### config.mk
export PLATFORM = sky130hd
export DESIGN_NAME = sorted_priority_queue_unit_flat
export DESIGN_NICKNAME = d
export VERILOG_FILES = /design/src/design/spq_pkg.sv /design/src/design/spq_if.sv /design/src/design/spq_cell.sv /design/src/design/sorted_priority_queue_unit.sv /design/src/flat_wrapper.sv
export VERILOG_INCLUDE_DIRS = /design/src /design/src/design
export SDC_FILE = /design/constraint.sdc
export NUM_CORES = 1
export LEC_CHECK = 0
export BUFFER_PORTS_ARGS = -buffer_cell sky130_fd_sc_hd__buf_4
export CAP_MARGIN = 10
export CELL_PAD_IN_SITES_DETAIL_PLACEMENT = 1
export CELL_PAD_IN_SITES_GLOBAL_PLACEMENT = 2
export CORE_MARGIN = 2
export CORE_UTILIZATION = 40
export DETAILED_ROUTE_END_ITERATION = 12
export PLACE_DENSITY = 0.84
export SETUP_SLACK_MARGIN = 0.5
export SYNTH_ARGS = -nofsm -noshare
export SYNTH_HDL_FRONTEND = slang
export SYNTH_HIERARCHICAL = 1
export SYNTH_SLANG_ARGS = --single-unit
export TNS_END_PERCENT = 5
### constraint.sdc
create_clock -name clk -period 9.35 [get_ports clk]
set_input_delay 0.935 -clock clk [delete_from_list [all_inputs] [get_ports clk]]
set_output_delay 0.935 -clock clk [all_outputs]
set_load 0.01 [all_outputs]
### src/design/assert_macros.svh
// ----------------------------------------------------------------------------
// Assertion macros
// Shared concurrent assertion wrappers on clk; the first is off during reset.
// ----------------------------------------------------------------------------
`ifndef ASSERT_MACROS_SVH
`define ASSERT_MACROS_SVH

`ifndef SYNTHESIS
// Checked only outside reset.
`define SPQ_ASSERT(lbl, prop) \
	lbl: assert property (@(posedge clk) disable iff (!arst_n) prop) \
		else $error("sorted priority queue check failed");
// Checked on every edge, reset included.
`define SPQ_ASSERT_ALWAYS(lbl, prop) \
	lbl: assert property (@(posedge clk) prop) \
		else $error("sorted priority queue check failed");
`else
`define SPQ_ASSERT(lbl, prop)
`define SPQ_ASSERT_ALWAYS(lbl, prop)
`endif

`endif

### src/design/spq_pkg.sv
`timescale 1ns / 1ps
// ----------------------------------------------------------------------------
// Sorted priority queue package
// Sizes, operation and status codes and the cell control type.
// ----------------------------------------------------------------------------
package spq_pkg;

	localparam int DEPTH     = 8;
	localparam int PRIO_BITS = 16;
	localparam int TAG_BITS  = 32;
	localparam int CNT_BITS  = $clog2(DEPTH + 1);
	localparam int FILL_BITS = 4;

	localparam logic MODE_ENQ = 1'b0;
	localparam logic MODE_DEQ = 1'b1;

	localparam logic [1:0] ST_DONE  = 2'd0;
	localparam logic [1:0] ST_FULL  = 2'd1;
	localparam logic [1:0] ST_EMPTY = 2'd2;

	typedef struct packed {
		logic enq;         // insert the new entry this cycle
		logic deq;         // remove the head this cycle
		logic valid;       // this cell holds an entry
		logic left_valid;  // left neighbor holds an entry
		logic left_gt;     // left neighbor's priority is above the new one
	} spq_cell_ctrl_t;

endpackage

### src/design/spq_if.sv
`timescale 1ns / 1ps
// ----------------------------------------------------------------------------
// Sorted priority queue channels
// Request and response channels with valid/ready handshake.
// ----------------------------------------------------------------------------
interface spq_req_if import spq_pkg::*; ();
	logic                        valid;
	logic                        ready;
	logic                        mode;
	logic signed [PRIO_BITS-1:0] prio_in;
	logic        [TAG_BITS-1:0]  tag_in;

	modport source (output valid, mode, prio_in, tag_in, input ready);
	modport sink   (input valid, mode, prio_in, tag_in, output ready);
endinterface

interface spq_rsp_if import spq_pkg::*; ();
	logic                        valid;
	logic                        ready;
	logic        [1:0]           status;
	logic signed [PRIO_BITS-1:0] prio_out;
	logic        [TAG_BITS-1:0]  tag_out;
	logic        [FILL_BITS-1:0] fill;

	modport source (output valid, status, prio_out, tag_out, fill, input ready);
	modport sink   (input valid, status, prio_out, tag_out, fill, output ready);
endinterface

### src/design/spq_cell.sv
`timescale 1ns / 1ps
// ----------------------------------------------------------------------------
// Sorted priority queue cell
// One slot of the sorted row: holds, takes the new entry, or shifts.
// ----------------------------------------------------------------------------
module spq_cell
	import spq_pkg::*;
(
	input  logic                        clk,
	input  spq_cell_ctrl_t              ctrl,
	input  logic signed [PRIO_BITS-1:0] new_prio,
	input  logic        [TAG_BITS-1:0]  new_tag,
	input  logic signed [PRIO_BITS-1:0] left_prio,
	input  logic        [TAG_BITS-1:0]  left_tag,
	input  logic signed [PRIO_BITS-1:0] right_prio,
	input  logic        [TAG_BITS-1:0]  right_tag,
	output logic signed [PRIO_BITS-1:0] prio,
	output logic        [TAG_BITS-1:0]  tag,
	output logic                        gt
);

	logic signed [PRIO_BITS-1:0] prio_q;
	logic        [TAG_BITS-1:0]  tag_q;
	logic                        take_new;

	// Equal priorities do not count as greater, so a new entry lands behind them.
	assign gt = ctrl.valid && (prio_q > new_prio);

	assign take_new = (!ctrl.valid || gt) && ctrl.left_valid && !ctrl.left_gt;

	always_ff @(posedge clk) begin
		if (ctrl.enq) begin
			if (ctrl.left_gt) begin
				prio_q <= left_prio;
				tag_q  <= left_tag;
			end else if (take_new) begin
				prio_q <= new_prio;
				tag_q  <= new_tag;
			end
		end else if (ctrl.deq) begin
			prio_q <= right_prio;
			tag_q  <= right_tag;
		end
	end

	assign prio = prio_q;
	assign tag  = tag_q;

endmodule

### src/design/sorted_priority_queue_unit.sv
`timescale 1ns / 1ps
// ----------------------------------------------------------------------------
// Sorted priority queue unit
// Bounded queue kept sorted by ascending signed priority in a row of cells.
// ----------------------------------------------------------------------------
// Usage: each request on req is an enqueue (mode 0, with prio_in and tag_in)
// or a dequeue (mode 1). Every request yields exactly one response on rsp
// with a status, the removed entry for a successful dequeue (zero otherwise)
// and the number of entries held afterwards.
// Smaller priority numbers leave first; equal priorities leave in arrival
// order. An enqueue into a full queue reports full and changes nothing; a
// dequeue from an empty queue reports empty.
// The response is registered at the edge that takes the request. Throughput
// is one request per cycle while the receiver takes each response, since every
// cell compares its priority with the new one in parallel and shifts in the same edge.
// The response register is the only buffer: while a response waits, a new
// request is taken only in the cycle the receiver takes the old one.
// Reset clears the entry count and the response valid; the slots hold no
// reset value and are only read below the count.
// ----------------------------------------------------------------------------
`include "assert_macros.svh"

module sorted_priority_queue_unit
	import spq_pkg::*;
(
	input  logic      clk,
	input  logic      arst_n,
	spq_req_if.sink   req,
	spq_rsp_if.source rsp
);

	logic                        req_fire;
	logic                        enq_fire;
	logic                        deq_fire;
	logic [CNT_BITS-1:0]         count_q;
	logic [CNT_BITS-1:0]         count_d;
	logic                        full;
	logic                        empty;

	logic                        rsp_valid_q;
	logic [1:0]                  status_q;
	logic signed [PRIO_BITS-1:0] prio_out_q;
	logic [TAG_BITS-1:0]         tag_out_q;
	logic [FILL_BITS-1:0]        fill_q;

	spq_cell_ctrl_t              cell_ctrl [DEPTH];
	logic signed [PRIO_BITS-1:0] cell_prio [DEPTH];
	logic [TAG_BITS-1:0]         cell_tag  [DEPTH];
	logic                        cell_gt   [DEPTH];

	assign full  = (count_q == CNT_BITS'(DEPTH));
	assign empty = (count_q == '0);

	assign req.ready = !rsp_valid_q || rsp.ready;
	assign req_fire  = req.valid && req.ready;
	assign enq_fire  = req_fire && (req.mode == MODE_ENQ) && !full;
	assign deq_fire  = req_fire && (req.mode == MODE_DEQ) && !empty;

	always_comb begin
		count_d = count_q;
		if (enq_fire) begin
			count_d = count_q + CNT_BITS'(1);
		end else if (deq_fire) begin
			count_d = count_q - CNT_BITS'(1);
		end
	end

	generate
		for (genvar i = 0; i < DEPTH; i++) begin : g_cell
			logic signed [PRIO_BITS-1:0] left_prio;
			logic [TAG_BITS-1:0]         left_tag;
			logic signed [PRIO_BITS-1:0] right_prio;
			logic [TAG_BITS-1:0]         right_tag;

			// The head cell sees a virtual left neighbor that is valid and not greater.
			if (i == 0) begin : g_head
				assign left_prio                = cell_prio[i];
				assign left_tag                 = cell_tag[i];
				assign cell_ctrl[i].left_valid  = 1'b1;
				assign cell_ctrl[i].left_gt     = 1'b0;
			end else begin : g_body
				assign left_prio                = cell_prio[i-1];
				assign left_tag                 = cell_tag[i-1];
				assign cell_ctrl[i].left_valid  = cell_ctrl[i-1].valid;
				assign cell_ctrl[i].left_gt     = cell_gt[i-1];
			end

			if (i == DEPTH - 1) begin : g_tail
				assign right_prio = cell_prio[i];
				assign right_tag  = cell_tag[i];
			end else begin : g_mid
				assign right_prio = cell_prio[i+1];
				assign right_tag  = cell_tag[i+1];
			end

			assign cell_ctrl[i].enq   = enq_fire;
			assign cell_ctrl[i].deq   = deq_fire;
			assign cell_ctrl[i].valid = (count_q > CNT_BITS'(i));

			spq_cell u_cell (
				.clk        (clk),
				.ctrl       (cell_ctrl[i]),
				.new_prio   (req.prio_in),
				.new_tag    (req.tag_in),
				.left_prio  (left_prio),
				.left_tag   (left_tag),
				.right_prio (right_prio),
				.right_tag  (right_tag),
				.prio       (cell_prio[i]),
				.tag        (cell_tag[i]),
				.gt         (cell_gt[i])
			);
		end
	endgenerate

	always_ff @(posedge clk or negedge arst_n) begin
		if (!arst_n) begin
			count_q     <= '0;
			rsp_valid_q <= 1'b0;
		end else begin
			count_q <= count_d;
			if (req_fire) begin
				rsp_valid_q <= 1'b1;
			end else if (rsp.ready) begin
				rsp_valid_q <= 1'b0;
			end
		end
	end

	always_ff @(posedge clk) begin
		if (req_fire) begin
			fill_q <= FILL_BITS'(count_d);
			if (req.mode == MODE_ENQ) begin
				status_q   <= full ? ST_FULL : ST_DONE;
				prio_out_q <= '0;
				tag_out_q  <= '0;
			end else if (empty) begin
				status_q   <= ST_EMPTY;
				prio_out_q <= '0;
				tag_out_q  <= '0;
			end else begin
				status_q   <= ST_DONE;
				prio_out_q <= cell_prio[0];
				tag_out_q  <= cell_tag[0];
			end
		end
	end

	assign rsp.valid    = rsp_valid_q;
	assign rsp.status   = status_q;
	assign rsp.prio_out = prio_out_q;
	assign rsp.tag_out  = tag_out_q;
	assign rsp.fill     = fill_q;

	`SPQ_ASSERT(a_count_bound, count_q <= CNT_BITS'(DEPTH))
	`SPQ_ASSERT(a_full_rejects, (req_fire && req.mode == MODE_ENQ && full) |=> (rsp.status == ST_FULL && $stable(count_q)))
	`SPQ_ASSERT(a_deq_counts_down, deq_fire |=> (count_q == $past(count_q) - CNT_BITS'(1) && rsp.status == ST_DONE))
	`SPQ_ASSERT(a_head_sorted, (count_q >= CNT_BITS'(2)) |-> (cell_prio[0] <= cell_prio[1]))

endmodule

### src/flat_wrapper.sv
// flat-port wrapper written by rule: the top's interface ports become plain ports
module sorted_priority_queue_unit_flat import spq_pkg::*;
  (clk, arst_n, req_valid, req_mode, req_prio_in, req_tag_in, req_ready, rsp_valid, rsp_status, rsp_prio_out, rsp_tag_out, rsp_fill, rsp_ready);
  spq_req_if req_i ();
  spq_rsp_if rsp_i ();
  input  logic clk;
  input  logic arst_n;
  input wire logic [$bits(req_i.valid)-1:0] req_valid;
  input wire logic [$bits(req_i.mode)-1:0] req_mode;
  input wire logic [$bits(req_i.prio_in)-1:0] req_prio_in;
  input wire logic [$bits(req_i.tag_in)-1:0] req_tag_in;
  output wire logic [$bits(req_i.ready)-1:0] req_ready;
  output wire logic [$bits(rsp_i.valid)-1:0] rsp_valid;
  output wire logic [$bits(rsp_i.status)-1:0] rsp_status;
  output wire logic [$bits(rsp_i.prio_out)-1:0] rsp_prio_out;
  output wire logic [$bits(rsp_i.tag_out)-1:0] rsp_tag_out;
  output wire logic [$bits(rsp_i.fill)-1:0] rsp_fill;
  input wire logic [$bits(rsp_i.ready)-1:0] rsp_ready;
  assign req_i.valid = req_valid;
  assign req_i.mode = req_mode;
  assign req_i.prio_in = req_prio_in;
  assign req_i.tag_in = req_tag_in;
  assign req_ready = req_i.ready;
  assign rsp_valid = rsp_i.valid;
  assign rsp_status = rsp_i.status;
  assign rsp_prio_out = rsp_i.prio_out;
  assign rsp_tag_out = rsp_i.tag_out;
  assign rsp_fill = rsp_i.fill;
  assign rsp_i.ready = rsp_ready;
  sorted_priority_queue_unit u_core (.clk(clk), .arst_n(arst_n), .req(req_i), .rsp(rsp_i));
endmodule
# ---- Word-level counts from Yosys, hierarchy flattened
# Index checks and enable logic that the tools add are counted.
dict set report totals {
  elab_cells 181
  inputBits 53
  out_inout_bits 56
  reg_bits 443
}
dict set report op_classes {
  order_cmp 16
  bitwise 1
  eq_ne 8
  addsub 2
  n_mux 65
  n_reduce_logical 67
}
# operator count
set ops {}
lappend ops {{32-bit 2-to-1 mux} 29}
lappend ops {{16-bit 2-to-1 mux} 29}
lappend ops {{16-bit > comparator} 8}
lappend ops {{1-bit logical AND} 27}
lappend ops {{1-bit zero test} 18}
lappend ops {{3-bit != test (second input constant)} 6}
lappend ops {{4-bit by 3-bit > comparator with 1-bit output (second input constant)} 4}
lappend ops {{2-bit AND reduction} 8}
lappend ops {{1-bit logical OR} 9}
lappend ops {{4-bit by 1-bit > comparator with 1-bit output (second input constant)} 2}
lappend ops {{4-bit by 2-bit > comparator with 1-bit output (second input constant)} 2}
lappend ops {{4-bit 2-to-1 mux} 2}
lappend ops {{2-bit nonzero test} 3}
lappend ops {{4-bit by 1-bit adder with 4-bit output (second input constant)} 1}
lappend ops {{4-bit == test (second input constant)} 1}
lappend ops {{4-bit zero test} 1}
lappend ops {{2-bit 2-to-1 mux} 2}
lappend ops {{4-bit by 1-bit subtractor with 4-bit output (second input constant)} 1}
lappend ops {{1-bit 2-to-1 mux} 3}
lappend ops {{2-bit != test (second input constant)} 1}
lappend ops {{2-bit OR reduction} 1}
lappend ops {{1-bit NOT} 1}

# ---- Longest topological paths before layout
# Gate-level depths: netlist of the first run.
dict set report depth {
  depth_word 8
  ltp_mapped 13
  ltp_nobuf 11
}

# ---- Cells and area by module
# The synthesis of the first run kept the hierarchy.
# module n_inst seq_area_each_um2 cells_per_inst area_per_inst_um2
set by_module_without_submodules {}
lappend by_module_without_submodules {{spq_cell at u_core.g_cell[0].u_cell ...} 5 1441.4 271 2865.2}
lappend by_module_without_submodules {{spq_cell at u_core.g_cell[5].u_cell ...} 3 1441.4 270 2859.0}
lappend by_module_without_submodules {sorted_priority_queue_unit 1 1746.7 175 2434.8}

# ---- Least setup slack after synthesis of the first run
# Ideal clock, no wire load.
dict set report synth_path {
  path_type {input to register}
  startpoint {input port req_prio_in[7]}
  endpoint {register u_core.g_cell[6].u_cell.prio_q[0] (enable)}
  cell_stages 11
  arrival_ns 5.422
  n_path_buf 1
  setup_time_ns 0.483
  path_slack_ns 3.446
  path_cell_list {inv_1 ha_1 a41o_1 a21oi_1 nor3_1 or4b_1 mux2_4 nor2_1 clkbuf_1 nor2b_1 a31oi_1}
}
# element line
set synth_lines {}
lappend synth_lines {{from (decl)} flat_wrapper.sv:10} ;# input wire logic [$bits(req_i.prio_in)-1:0] req_prio_in;
lappend synth_lines {{to (signal assigned)} spq_cell.sv:34} ;# prio_q <= left_prio;
lappend synth_lines {{to (signal assigned)} spq_cell.sv:37} ;# prio_q <= new_prio;
lappend synth_lines {{to (signal assigned)} spq_cell.sv:41} ;# prio_q <= right_prio;
lappend synth_lines {{to (decl)} spq_cell.sv:22} ;# logic signed [PRIO_BITS-1:0] prio_q;

==> impl_metrics.tcl, run 1 <==
set metrics [dict create \
    hold_path_class "input pin to async pin" \
    r2r_slack_ns 4.35 \
    clock-root-buffer "clkbuf_16" \
    cts_tree "done" \
    overflow 0 \
    die_h_um 256 \
    port-buffer-count 108 \
    crit_path_end_kind "flip-flop" \
    antenna_found_initial 3 \
    worstSetupStartpoint "u_core/count_q[0]" \
    avgRoutedWirePerCell_um 22.4 \
    utilization_pct 45.4 \
    dp_hpwl_um 46300 \
    crit_chain "inv_1 -> ha_1 -> or3b_2 -> buf_4 -> inv_1 -> nor2_4 -> nand2b_1 -> o22ai_1 -> a21oi_4 -> buf_4" \
    cts.htree.levels 2 \
    relSlewSlack_pct 22.6 \
    cellLeakagePower_nw 11.8 \
    worst_pin_slew_ns 1.16 \
    hold_viol_final 0 \
    r2r-start "u_core/count_q[0]" \
    critPathArrivalTime_ns 5.24 \
    final_cells 3256 \
    rsz0062_at_grt "false" \
    multiInputGateArea_um2 11000 \
    clock_latency_ns 0.61 \
    syn_area_per_cell_um2 10.8 \
    cts_sinks 443 \
    via_per_inst 5.61 \
    synth.cell_area_um2 25300 \
    cts_buffers 50 \
    fill_cells 6798 \
    maxSlewViolCount 0 \
    rows 92 \
    drt_wl_total_um 73000 \
    reg2regPathDepth 10 \
    final_common_cell "edfxtp_1" \
    first_iter_violations 1286 \
    setup_total_negative_slack_ns 0 \
    fmax_mhz 200 \
    dpl.cell_count 3161 \
    setup_ws_ns 4.35 \
    boundaryPins 109 \
    finalCriticalPeriod_ns 5.00 \
    regArea_um2 13300 \
    grt_pass1_wl_um 114000 \
    initial_core_util_pct 40.3 \
    slowest_stage "or3b_2" \
    place_area_um2 26900 \
    die_w_um 256 \
    outcome "finished clean" \
    postRouteAntennaNets 0 \
    syn_nets 2523 \
    place_congestion 0.805 \
    fin_area_um2 28500 \
    die_area_um2 65400 \
    drc 0 \
    critPathRequiredTime_ns 9.59 \
    p_per_area_nw_per_um2 260 \
    ir_drop_mv 0.155 \
    syn-instance-count 2338 \
    slowest_delay_ns 0.84 \
    grt_pass1_vias 19300 \
    pre_cts_ws_ns 3.88 \
    clockBufferDepth 3 \
    post-cts-setup-buffer-count 0 \
    vias 18300 \
    maxCapViolations 0 \
    worstSetupPathType "flip-flop to flip-flop" \
    syn2layout_area_growth_pct 12.7 \
    first_pass_iters 5 \
    path_clk_slew_ns 0.06 \
    crit_fanout 36 \
    grt_max_degree 254 \
    core-area_um2 62900 \
    layout-drive-gt1-share_pct 9.90 \
    skew_ns 0.0208 \
    nNetsFinal 2552 \
    setup_violations 0 \
    startpoint_type "flip-flop" \
    mostFrequentLayoutCells "edfxtp_1 (438), a21oi_1 (433), nor2_1 (399)" \
    post-route-period-util_pct 53.5 \
    ys_warn_count 6 \
    cts_resized 0 \
    grt_usage_pct 22.0 \
    hold_buffers 0 \
]
==> metrics by stage <==
step / hold slack, ns / power [W]
2_1_floorplan: 0.562 / 0.00463
3_3_place_gp: 0.578 / 0.00533
3_5_place_dp: 0.592 / 0.00544
4_1_cts: 0.0879 / 0.00746
5_1_grt: 0.101 / 0.00778
6_report: 0.123 / 0.00741
==> critical path, delay by kind of cell (launching register included) <==
| kind | cells | cell delay (ns) |
|---|---|---|
| simple gates | 3 | 1.81 |
| buf+inv | 4 | 1.31 |
| fa+ha+maj | 1 | 0.32 |
| compound gates | 2 | 0.61 |
| flops | 1 | 0.45 |
==> state kept, by name (all words and copies together) (netlist names) <==
name / cells
u_core/g_cell.u_cell/tag: 256
u_core/g_cell.u_cell/prio: 128
u_core/rsp.tag_out: 32
u_core/rsp.prio_out: 16
u_core/count_q: 4
u_core/rsp.fill: 4
u_core/rsp.status: 2
u_core/rsp.valid: 1
==> per-layer routing <==
| layer | vias to the layer above | wire [um] | share of wire, % | track usage (%) |
|---|---|---|---|---|
| li1 | 8602 | - | - | - |
| met1 | 9227 | 34200 | 47 | 30.8 |
| met2 | 354 | 33700 | 46 | 35.4 |
| met3 | 83 | 3520 | 4.8 | 3.57 |
| met4 | 2 | 1550 | 2.1 | 5.98 |
| met5 | - | 10 | 0.014 | 0 |
==> final timing paths <==
path | endpoint
worst max-delay path | u_core/g_cell[1].u_cell/tag[21]
worst min-delay path | u_core/count_q[3]
worst max register to register | u_core/g_cell[1].u_cell/tag[21]
worst min register to register | u_core/g_cell[5].u_cell/tag[30]
max in group asynchronous | u_core/count_q[2]
min in group clk | u_core/rsp.valid
==> area by class of cell <==
class / instances / share of cell area [%]
Clock buffer: 68 / 4.76
Clock inverter: 22 / 0.925
Multi-Input combinational cell: 1596 / 38.6
Timing Repair Buffer: 129 / 3.52
Tap cell: 846 / 3.71
Antenna cell: 5 / 0.0438
Inverter: 147 / 1.93
Sequential cell: 443 / 46.5
==> where the power goes <==
group / switching [W] / internal (W) / leakage (nW)
Combinational: 0.00153 / 0.000948 / 6.81
Sequential: 0.000241 / 0.00269 / 4.18
Clock: 0.000837 / 0.00116 / 0.795
(Power assumes the default switching activity.)
==> inputs of run 2 (changes only) <==
==> constraint.sdc (replaced) <==
create_clock -name clk -period 5 [get_ports clk]
set_input_delay 0.5 -clock clk [delete_from_list [all_inputs] [get_ports clk]]
set_output_delay 0.5 -clock clk [all_outputs]
set_load 0.01 [all_outputs]
==> run 2 against run 1 <==
  * Cell count grew 0.12%
  * Sequential share of layout area is essentially flat
  * Fmax grew 28%
  * Via count grew 0.90%
  * Global-route usage is essentially flat
  * Largest power group unchanged
  * Sequential cell count is the same
  * Core utilization is essentially flat
  * Register-to-register slack lost 3.3 ns
==> impl_metrics.tcl, run 2 (synthesized netlist as in run 1, its figures left out) <==
set metrics [dict create \
    crit_fanout 31 \
    cellLeakagePower_nw 11.8 \
    grt_usage_pct 22.0 \
    worst_pin_slew_ns 1.15 \
    mostFrequentLayoutCells "edfxtp_1 (438), a21oi_1 (433), nor2_1 (399)" \
    largest_register_ffs 256 \
    die_area_um2 65400 \
    place_area_um2 27000 \
    antenna_found_initial 5 \
    first_iter_violations 1327 \
    r2r_slack_ns 1.09 \
    first_pass_iters 5 \
    grt_pass1_wl_um 114000 \
    ir_drop_mv 0.455 \
    r2r-start "u_core/g_cell[0].u_cell/prio[7]" \
    p_per_area_nw_per_um2 480 \
    slowest_stage "a21oi_4" \
    critPathArrivalTime_ns 4.13 \
    clock-root-buffer "clkbuf_16" \
    port-buffer-count 108 \
    overflow 0 \
    finalCriticalPeriod_ns 3.91 \
    worstSetupStartpoint "u_core/g_cell[0].u_cell/prio[7]" \
    slowest_delay_ns 0.67 \
    worstSetupPathType "flip-flop to flip-flop" \
    worstHoldStart "req_valid" \
    grt_max_degree 185 \
    crit_path_end_kind "flip-flop" \
    rsz0062_at_grt "false" \
    drc 0 \
    maxCapViolations 0 \
    antenna_cells 0 \
    relSlewSlack_pct 23.0 \
    fmax_mhz 256 \
    maxSlewViolCount 0 \
    initial_core_util_pct 40.3 \
    p_total_w 0.0137 \
    core-area_um2 62900 \
    startpoint_type "flip-flop" \
    rows 92 \
    reg2regPathDepth 10 \
    critPathRequiredTime_ns 5.22 \
    final_common_cell "edfxtp_1" \
    vias 18400 \
    dp_hpwl_um 46000 \
    die_w_um 256 \
    hold_end "u_core/rsp.valid" \
    layout-drive-gt1-share_pct 9.78 \
    via_per_inst 5.65 \
    post-route-period-util_pct 78.2 \
    syn2layout_area_growth_pct 12.7 \
    dpl.cell_count 3171 \
    fill_cells 6783 \
    die_h_um 256 \
    hold_path_class "input pin to flip-flop" \
    nNetsFinal 2562 \
    outcome "finished clean" \
    postRouteAntennaNets 0 \
    post-cts-setup-buffer-count 0 \
    hold_viol_final 0 \
    final_cells 3260 \
    drt_wl_total_um 72500 \
    fin_area_um2 28500 \
    avgRoutedWirePerCell_um 22.2 \
    hold_path_depth 2 \
    place_congestion 0.797 \
    clock_latency_ns 0.60 \
    setup_total_negative_slack_ns 0 \
    utilization_pct 45.4 \
    cts_buffers 49 \
    grt_pass1_vias 19400 \
    path_clk_slew_ns 0.06 \
    cts_sinks 443 \
    r2r_end "u_core/g_cell[1].u_cell/tag[2]" \
    cts_tree "done" \
    setup_violations 0 \
    boundaryPins 109 \
    clockBufferDepth 3 \
    skew_ns 0.0257 \
    crit_chain "ha_1 -> nand2_1 -> o21ai_0 -> o2bb2ai_1 -> o31ai_2 -> nor2_4 -> nand2b_1 -> o22ai_1 -> a21oi_4 -> buf_4" \
    cts.htree.levels 2 \
]
-- run 2: how the worst max path moves through the flow --
stage	slack (ns)	depth (start not counted)	endpoint
floorplan	-0.47	11	u_core/g_cell[6].u_cell/prio[0]
global placement	0.92	12	u_core/g_cell[6].u_cell/tag[8]
detailed placement	0.86	12	u_core/g_cell[6].u_cell/prio[11]
global route	0.73	10	u_core/g_cell[6].u_cell/prio[10]
CTS	0.96	9	u_core/g_cell[7].u_cell/prio[5]
finish	1.09	10	u_core/g_cell[1].u_cell/tag[2]
-- run 2: cell type report --
cell class	count	area [um2]	area share, %
Inverter	147	552	1.93
Clock buffer	68	1330	4.65
Tap cell	846	1060	3.71
Sequential cell	443	13300	46.5
Clock inverter	20	215	0.754
Timing Repair Buffer	140	1110	3.88
Multi-Input combinational cell	1596	11000	38.6
-- run 2: critical path, delay by kind of cell, from the launching register on --
kind | cells | cell delay, ns
AO/OA/AOI/OAI | 5 | 1.72
buffers and inverters | 1 | 0.65
flip-flops | 1 | 0.47
adder cells (fa/ha/maj) | 1 | 0.36
AND/OR/NAND/NOR | 3 | 0.31
-- run 2: per-stage QoR --
| stage | setup WS [ns] | hold slack [ns] |
|---|---|---|
| finish | 1.09 | 0.151 |
| global placement | 0.925 | 0.305 |
| CTS | 0.961 | 0.121 |
| detailed placement | 0.859 | 0.303 |
| global route | 0.732 | 0.163 |
| floorplan | -0.469 | 0.204 |
-- run 2: timing repair --
item / 4_1_cts / 5_1_grt
hold buffers: 1 / 0
hold endpoints to repair: 5 / 0
setup endpoints to repair: 0 / 1
resized for setup: 0 / 1
-- run 2: power breakdown --
part	internal, W	total (W)	switching, W
Combinational	0.00179	0.00463	0.00284
Sequential	0.00503	0.00548	0.000453
Clock	0.00206	0.00360	0.00154
-- run 2: metal layers --
metal	wire, um	vias up	global-route usage (%)
met2	34300	380	36.6
met5	33	-	0
met3	3570	90	3.45
li1	-	8621	-
met1	33500	9336	30.5
met4	1210	6	4.60
==> inputs of run 3 (changes only) <==
==> constraint.sdc (replaced) <==
create_clock -name clk -period 4.06 [get_ports clk]
set_input_delay 0.406 -clock clk [delete_from_list [all_inputs] [get_ports clk]]
set_output_delay 0.406 -clock clk [all_outputs]
set_load 0.01 [all_outputs]
==> run 3 against run 2 <==
  * Non-clock buffer count is 17 higher
  * Cell area is 1.3% higher
  * Clock power is 24% higher
  * Largest cell class unchanged
==> impl_metrics.tcl, run 3 (synthesized netlist as in run 1, its figures left out) <==
set metrics [dict create \
    clock_latency_ns 0.61 \
    hold_path_class "input pin to async pin" \
    fill_cells 6806 \
    setup_total_negative_slack_ns 0 \
    first_pass_iters 5 \
    drc 0 \
    slowest_stage "a21oi_4" \
    fmax_mhz 278 \
    critPathRequiredTime_ns 4.34 \
    nNetsFinal 2581 \
    dp_hpwl_um 49600 \
    place_area_um2 27300 \
    finalCriticalPeriod_ns 3.59 \
    postRouteAntennaNets 0 \
    post-route-period-util_pct 88.5 \
    fin_area_um2 28900 \
    initial_core_util_pct 40.3 \
    maxCapViolations 0 \
    setup_violations 0 \
    syn2layout_area_growth_pct 14.2 \
    met3_usage_pct 3.78 \
    via_per_inst 5.63 \
    antenna_found_initial 2 \
    slowest_delay_ns 0.66 \
    skew_ns 0.0179 \
    final_common_cell "edfxtp_1" \
    critPathArrivalTime_ns 3.88 \
    rsz0062_at_grt "true" \
    crit_chain "ha_1 -> nand4_1 -> a2111oi_2 -> o31ai_2 -> nor2_4 -> nand2b_1 -> o22ai_1 -> a21oi_4 -> buf_12" \
    clockBufferDepth 3 \
    crit_fanout 32 \
    path_depth 9 \
    setup_ws_ns 0.466 \
    fin_hold_ws_ns 0.141 \
    grt_use_met1_pct 31.3 \
    r2r-start "u_core/g_cell[0].u_cell/prio[7]" \
    use_met2_pct 36.4 \
    overflow 0 \
    clock-root-buffer "clkbuf_16" \
    die_w_um 256 \
    cp_num_buf_inv 1 \
    hold_viol_final 0 \
    grt_max_degree 185 \
    port-buffer-count 108 \
    avgRoutedWirePerCell_um 22.8 \
    cts_buffers 50 \
    die_area_um2 65400 \
    boundaryPins 109 \
    crit_path_end_kind "flip-flop" \
    cts.htree.levels 2 \
    maxSlewViolCount 0 \
    vias 18500 \
    relSlewSlack_pct 26.4 \
    reg2regPathDepth 9 \
    worstSetupPathType "flip-flop to flip-flop" \
    cts_tree "done" \
    outcome "finished clean" \
    first_iter_violations 1265 \
    worstSetupStartpoint "u_core/g_cell[0].u_cell/prio[7]" \
    r2r_end "u_core/g_cell[1].u_cell/tag[12]" \
    path_clk_slew_ns 0.06 \
    largest_register_ffs 256 \
    ir_drop_mv 0.444 \
    grt_pass1_wl_um 116000 \
    r2r_slack_ns 0.47 \
    grt_usage_pct 22.5 \
    mostFrequentLayoutCells "edfxtp_1 (438), a21oi_1 (433), nor2_1 (399)" \
    grt_pass1_vias 19500 \
    die_h_um 256 \
    critPathTopFamily "compound AO/OA/AOI/OAI gates" \
    layout-drive-gt1-share_pct 11.1 \
    p_per_area_nw_per_um2 592 \
    drt_wl_total_um 74800 \
    worst_pin_slew_ns 1.10 \
    pre_cts_ws_ns 0.119 \
    cellLeakagePower_nw 11.9 \
    endpoint "u_core/g_cell[1].u_cell/tag[12]" \
    place_congestion 0.809 \
    cts_sinks 443 \
    rows 92 \
    core-area_um2 62900 \
    startpoint_type "flip-flop" \
    grt_busiest_layer "met2" \
]
[run 3: how the worst min path moves through the flow]
stage | to | slack, ns
after CTS | u_core/count_q[1] | 0.11
after global routing | u_core/count_q[1] | 0.12
after global placement | u_core/count_q[2] | 0.21
final | u_core/count_q[1] | 0.14
after detailed placement | u_core/count_q[2] | 0.22
after floorplan | u_core/count_q[0] | 0.11
[run 3: cell type report]
cell class	instances	area, um2	share of cell area [%]
inverter	147	556	1.92
sequential	443	13300	45.9
tap	846	1060	3.66
clock buffer	66	1330	4.60
multi-input combinational	1597	11100	38.4
timing repair buffer	157	1350	4.66
antenna	2	5.00	0.0173
clock inverter	28	249	0.861
[run 3: repair_timing]
item,CTS,global route
pin swaps,1,0
setup buffers,0,3
hold buffers,2,0
gates resized for setup,1,4
endpoints found under the setup margin,55,400
endpoints found under the hold margin,6,0
cloned,1,0
[run 3: stage by stage]
stage               cells  utilization (%)  power, W
floorplan            2338                -    0.0107
global placement     3184             43.4    0.0124
detailed placement   3184             43.4    0.0127
CTS                  3281             46.0    0.0172
global route         3285             46.0    0.0180
finish               3286             46.0    0.0171
[run 3: power breakdown]
group          total, W  leakage (nW)  switching (W)  internal (W)
Sequential      0.00676          4.18       0.000574       0.00619
Combinational   0.00588          6.99        0.00358       0.00229
Clock           0.00448         0.774        0.00196       0.00251
[run 3: routing by layer]
metal / routed length (um) / up-vias
met4: 1820 / 0
met5: 0 / -
met3: 3580 / 110
li1: - / 8666
met1: 35000 / 9306
met2: 34400 / 409
